--- src/rtl/ldfs_pkg.sv ---
`default_nettype none
// ----------------------------------------------------------------------------
// ldfs_pkg
// Shared types, widths and helper functions of the solar-to-lunar date unit.
// ----------------------------------------------------------------------------
package ldfs_pkg;

  localparam int TABLE_YEARS = 256;
  localparam int IDX_W       = $clog2(TABLE_YEARS);
  localparam int CNT_W       = IDX_W + 1;
  localparam int INFO_W      = 17;
  localparam int OFF_W       = 25;
  localparam int LEN_W       = 9;

  localparam logic OP_LOAD    = 1'b0;
  localparam logic OP_CONVERT = 1'b1;

  typedef logic [INFO_W-1:0] info_t;

  // Cumulative day count at the start of each shifted month (March first).
  function automatic logic [8:0] doy_start(input logic [3:0] mm);
    logic [8:0] r;
    unique case (mm)
      4'd0:    r = 9'd0;
      4'd1:    r = 9'd31;
      4'd2:    r = 9'd61;
      4'd3:    r = 9'd92;
      4'd4:    r = 9'd122;
      4'd5:    r = 9'd153;
      4'd6:    r = 9'd184;
      4'd7:    r = 9'd214;
      4'd8:    r = 9'd245;
      4'd9:    r = 9'd275;
      4'd10:   r = 9'd306;
      4'd11:   r = 9'd337;
      4'd12:   r = 9'd367;
      default: r = 9'd0;
    endcase
    return r;
  endfunction

  function automatic logic month_long(input info_t w, input logic [3:0] m);
    logic [4:0] bit_idx;
    bit_idx = 5'd16 - {1'b0, m};
    if (m < 4'd1 || m > 4'd12) begin
      return 1'b0;
    end
    return w[bit_idx];
  endfunction

  function automatic logic [LEN_W-1:0] year_len(input info_t w);
    logic [LEN_W-1:0] total;
    total = LEN_W'(348);
    for (int i = 4; i <= 15; i++) begin
      total = total + LEN_W'(w[i]);
    end
    if (w[3:0] != 4'd0) begin
      total = total + LEN_W'(29) + LEN_W'(w[16]);
    end
    return total;
  endfunction

endpackage
`default_nettype wire

--- src/rtl/ldfs_year_ram.sv ---
`default_nettype none
// ----------------------------------------------------------------------------
// ldfs_year_ram
// Year info table: one write port, one read port with registered read data.
// ----------------------------------------------------------------------------
module ldfs_year_ram (
  input  wire logic                     clk_i,
  input  wire logic                     we_i,
  input  wire logic [ldfs_pkg::IDX_W-1:0] waddr_i,
  input  wire ldfs_pkg::info_t          wdata_i,
  input  wire logic [ldfs_pkg::IDX_W-1:0] raddr_i,
  output      ldfs_pkg::info_t          rdata_o
);
  import ldfs_pkg::*;

  info_t mem_q [TABLE_YEARS];
  info_t rdata_q;

  always_ff @(posedge clk_i) begin
    if (we_i) begin
      mem_q[waddr_i] <= wdata_i;
    end
    rdata_q <= mem_q[raddr_i];
  end

  assign rdata_o = rdata_q;

endmodule
`default_nettype wire

--- config.mk ---
export PLATFORM = sky130hd
export DESIGN_NAME = ldfs_year_ram
export DESIGN_NICKNAME = d
export VERILOG_FILES = /design/src/rtl/ldfs_pkg.sv /design/src/rtl/ldfs_year_ram.sv
export SDC_FILE = /design/constraint.sdc
export NUM_CORES = 2
export LEC_CHECK = 0
export BUFFER_PORTS_ARGS = -buffer_cell sky130_fd_sc_hd__buf_2
export CORE_ASPECT_RATIO = 1.5
export CORE_UTILIZATION = 35
export CTS_BUF_LIST = sky130_fd_sc_hd__clkbuf_16
export CTS_CLUSTER_DIAMETER = 40
export CTS_CLUSTER_SIZE = 28
export DETAILED_ROUTE_END_ITERATION = 7
export PLACE_DENSITY = 0.48
export SLEW_MARGIN = 20
export SYNTH_ARGS = -nofsm -noshare
export SYNTH_HDL_FRONTEND = slang
export SYNTH_MEMORY_MAX_BITS = 65536
export SYNTH_SLANG_ARGS = --single-unit
--- constraint.sdc ---
create_clock -name clk_i -period 2.46 [get_ports clk_i]
set_input_delay 0.369 -clock clk_i [delete_from_list [all_inputs] [get_ports clk_i]]
set_output_delay 0.369 -clock clk_i [all_outputs]
set_load 0.01 [all_outputs]
Yosys cells after proc, flatten, opt, wreduce, memory -nomap -nowiden
Memories as Yosys holds them, arrays and structs flattened. A register that Yosys moved wholly into a read port is not among the register bits.
Index checks and enable logic that the tools add are counted.

word-level totals
  bits in registers = 0
  memory bits (writable) = 4352
  output and inout port bits = 17
  word-level logic and storage cells = 3
  memories = 1

memory list
  name   words  width  rd ports  clocked after Yosys merged registers in  wr ports  RTL line             source
  mem_q  256    17     1         1                                        1         ldfs_year_ram.sv:16  info_t mem_q [TABLE_YEARS];

operators by class
  multiplexer cells = 2

operators by type and width
  kind               count
  two-way mux 1 bit  2

Logic depth before layout (Yosys ltp)
  word-level depth = 2
  mapped depth = 13
  mapped depth without buffers = 7

Worst setup path after synthesis
No wires, ideal clock.

  path kind = input -> register
  start = input waddr_i[3] (netlist bit)
  end = memory mem_q[235][0] (netlist bit) (enable)
  setup time = 0.391 ns
  data arrival time = 2.187 ns
  required time = 2.069 ns
  path slack = -0.117 ns
  stages on the path = 6
  path buffers = 3
  path through = clkbuf_1 nor2b_1 clkbuf_1 nand4_1 clkbuf_1 nor2_1

RTL lines
  what                RTL line             source
  start: declaration  ldfs_year_ram.sv:9   input wire logic [ldfs_pkg::IDX_W-1:0] waddr_i,
  end: declaration    ldfs_year_ram.sv:16

Straight into the memory's write port.

==> results.json <==
{
  "die_h_um": 855,
  "path_max_fanout": 2,
  "regArea_um2": 131000,
  "cts.sinks": 4369,
  "hpwl_um": 358000,
  "grt_start_max_net_pins": 100,
  "gp_congestion": 0.903,
  "layout-drive-gt1-share_pct": 36.4,
  "post-place-cells": 15200,
  "power.density_nw_per_um2": 793,
  "fin_cells": 16100,
  "dieArea_um2": 488000,
  "multi_input_area_um2": 36500,
  "violations": "setup timing",
  "wl_per_cell_um": 33.4,
  "core.rowCount": 312,
  "synthCells": 7797,
  "rr_worst_depth": 9,
  "area_growth_pct": 22.6,
  "p_switching_mw": 39.5,
  "die_w_um": 571,
  "viasPerCell": 5.40,
  "synth_top_family_by_area": "multiplexers",
  "drcViolationCount": 0,
  "nets": 9274,
  "cap_violations": 0,
  "synth_adder_area_share_pct": 0,
  "synth_top_cell_by_area": "edfxtp_1",
  "vias": 87000,
  "worst_pin_slew_ps": 924,
  "avgSynthCellArea_um2": 21.8,
  "syn-cell-area_um2": 170000,
  "critPathKind": "reg -> reg",
  "fillers": 41400,
  "io_buffers": 51,
  "p_comb_share_pct": 6.0,
  "grt_pass1_wl_um": 743000,
  "h-tree-depth": 5,
  "arrival_ps": 3620,
  "start_util_pct": 35.2,
  "dpl-instance-area_um2": 191000,
  "synth_top_area_share_pct": 77.0,
  "grtUsageTotal_pct": 21.9,
  "synth-xor-area-share_pct": 0,
  "grt_antenna_before_repair": 39,
  "ys_ff_latch": 4369,
  "ys.flop_type": "edfxtp_1",
  "drtAntennaViolNets": 0,
  "cts_max_path_buffers": 4,
  "layout_setup_ws_ps": -258,
  "clkPwrFrac_pct": 44.1,
  "drt-total-wl_um": 539000,
  "max_slew_margin_pct": 38.4,
  "tritoncts": "built",
  "synthTopCellsByArea": "edfxtp_1 77%, mux4_2 12%, mux2i_1 3.0%, nor2_1 0.74%, mux4_1 0.71%",
  "cts_made_buffers": 452,
  "yosysWarnings": 0,
  "drt_iter0_markers": 8027,
  "setup_viol": 6,
  "drtPass1Iterations": 7,
  "cts_root_buf": "clkbuf_16",
  "io-pin-count": 52,
  "holdPathStages": 4,
  "seqPwrFrac_pct": 49.8,
  "hold_path.class": "in -> reg",
  "core_um2": 482000,
  "first_global_vias": 89900,
  "hold_viol": 0,
  "synth_most_common_cell": "edfxtp_1",
  "synth_commonest_cells": "4,352 x edfxtp_1, 897 x mux4_2, 509 x mux2i_1, 333 x nor2_1, 216 x nand2_1",
  "final_area_um2": 208000,
  "hold-worst-slack_ps": 182,
  "crit_required_ps": 3360,
  "path_clk_slew_ps": 70,
  "ys_async_sr_fraction_pct": 0,
  "overflow": 0,
  "synthMuxAreaShare_pct": 15.8,
  "syn-num-nets": 7832,
  "outcome": "complete, but fails checks",
  "p_total_mw": 165,
  "p_sw_share_pct": 24.0,
  "end_kind": "flop",
  "irDropWorstVdd_mv": 0.661,
  "leakage_nw": 67.4,
  "maxSlewViolCount": 0,
  "period_share_pct": 110,
  "yosys.area_share.simple_pct": 2.19,
  "ys_seq_area_share_pct": 77.2,
  "synth_compound_area_share_pct": 2.71,
  "internal_power_mw": 125,
  "rsz0062_at_grt": "yes",
  "skew_ps": 93.1,
  "min_period_ps": 2720,
  "start_kind": "flop",
  "synth_edf_count": 4352,
  "synth.distinct_cells": 74,
  "fmax_mhz": 368,
  "rrSetupSlack_ps": -260,
  "clkLatencyLatePin_ps": 1000,
  "fin_setup_tns_ps": -588
}
worst max-delay path: stages (launching register included):
cell	delay (ps)
edfxtp_1	390
mux2i_4	110
o221ai_2	210
buf_4	140
buf_4	110
nand2_2	50
a32o_2	310
nor4_4	600
nand4_1	440
a311oi_2	330
timing repair:
action	in CTS	in global routing
setup endpoints to repair	23	31
hold endpoints to repair	841	0
buffers inserted	2	3
gates resized for setup	124	38
hold buffers	20	0
pin swaps	31	17
cloned	0	1
area by class of cell:
cell class,count,area share (%)
tap,6437,3.87
clock inverter,383,2.16
multi-input combinational,2957,17.5
antenna,55,0.0662
clock buffer,461,5.55
sequential,4369,63.0
timing repair buffer,1454,7.80
inverter,5,0.0156
worst paths after layout:
check / end / start
max: rdata_o[12] / mem_q[121][12]
max reg2reg: rdata_o[12] / mem_q[121][12]
min: mem_q[156][16] / waddr_i[2]
min reg2reg: rdata_o[15] / mem_q[47][15]
metal layers:
metal,GRT usage [%],part of all wire [%],up-vias
li1,-,-,36100
met1,26.4,38,47600
met2,39.8,53,2564
met3,2.42,4.4,754
met4,9.06,4.8,18
met5,0,0.023,-
logic make-up (layout without fill, tap and decap cells):
family / count (synthesis) / in the layout
AND/OR/NAND/NOR: 836 / 836
other: 0 / 55
multiplexers: 1472 / 1472
AO/OA/AOI/OAI: 649 / 649
buffers and inverters: 471 / 2303
flip-flops: 4369 / 4369
registers in the layout, indices dropped and copies added, names as in the netlist:
register	cells
rdata_o	17
mem_q	4352
power by group through the flow:
stage | clock (mW) | sequential, mW | combinational [mW]
after global routing | 76.8 | 82.2 | 10.3
after detailed placement | 0 | 83.9 | 9.83
after global placement | 0 | 83.9 | 9.72
after floorplan | 0 | 83.7 | 4.18
after CTS | 74.2 | 82.2 | 10.0
final | 72.8 | 82.2 | 9.94
per-stage QoR:
stage / util [%] / worst slack [ps]
floorplan: - / -117
global placement: 39.6 / -2000
detailed placement: 39.6 / -1970
CTS: 43.1 / -236
global route: 43.1 / -233
finish: 43.1 / -258
layout by cell type, fill, tap and decap left out, drive strengths merged, types with 117 or more instances in the layout:
| master | Yosys | layout |
|---|---|---|
| clkinv | 1 | 117 |
| nand2 | 216 | 216 |
| o22ai | 186 | 186 |
| clkbuf | 164 | 462 |
| nor2 | 333 | 333 |
| mux2i | 509 | 509 |
| inv | 4 | 198 |
| edfxtp | 4352 | 4352 |
| o221ai | 136 | 136 |
| mux4 | 943 | 943 |
| buf | 301 | 1433 |
Note: power is estimated with default switching activity, not from simulation.
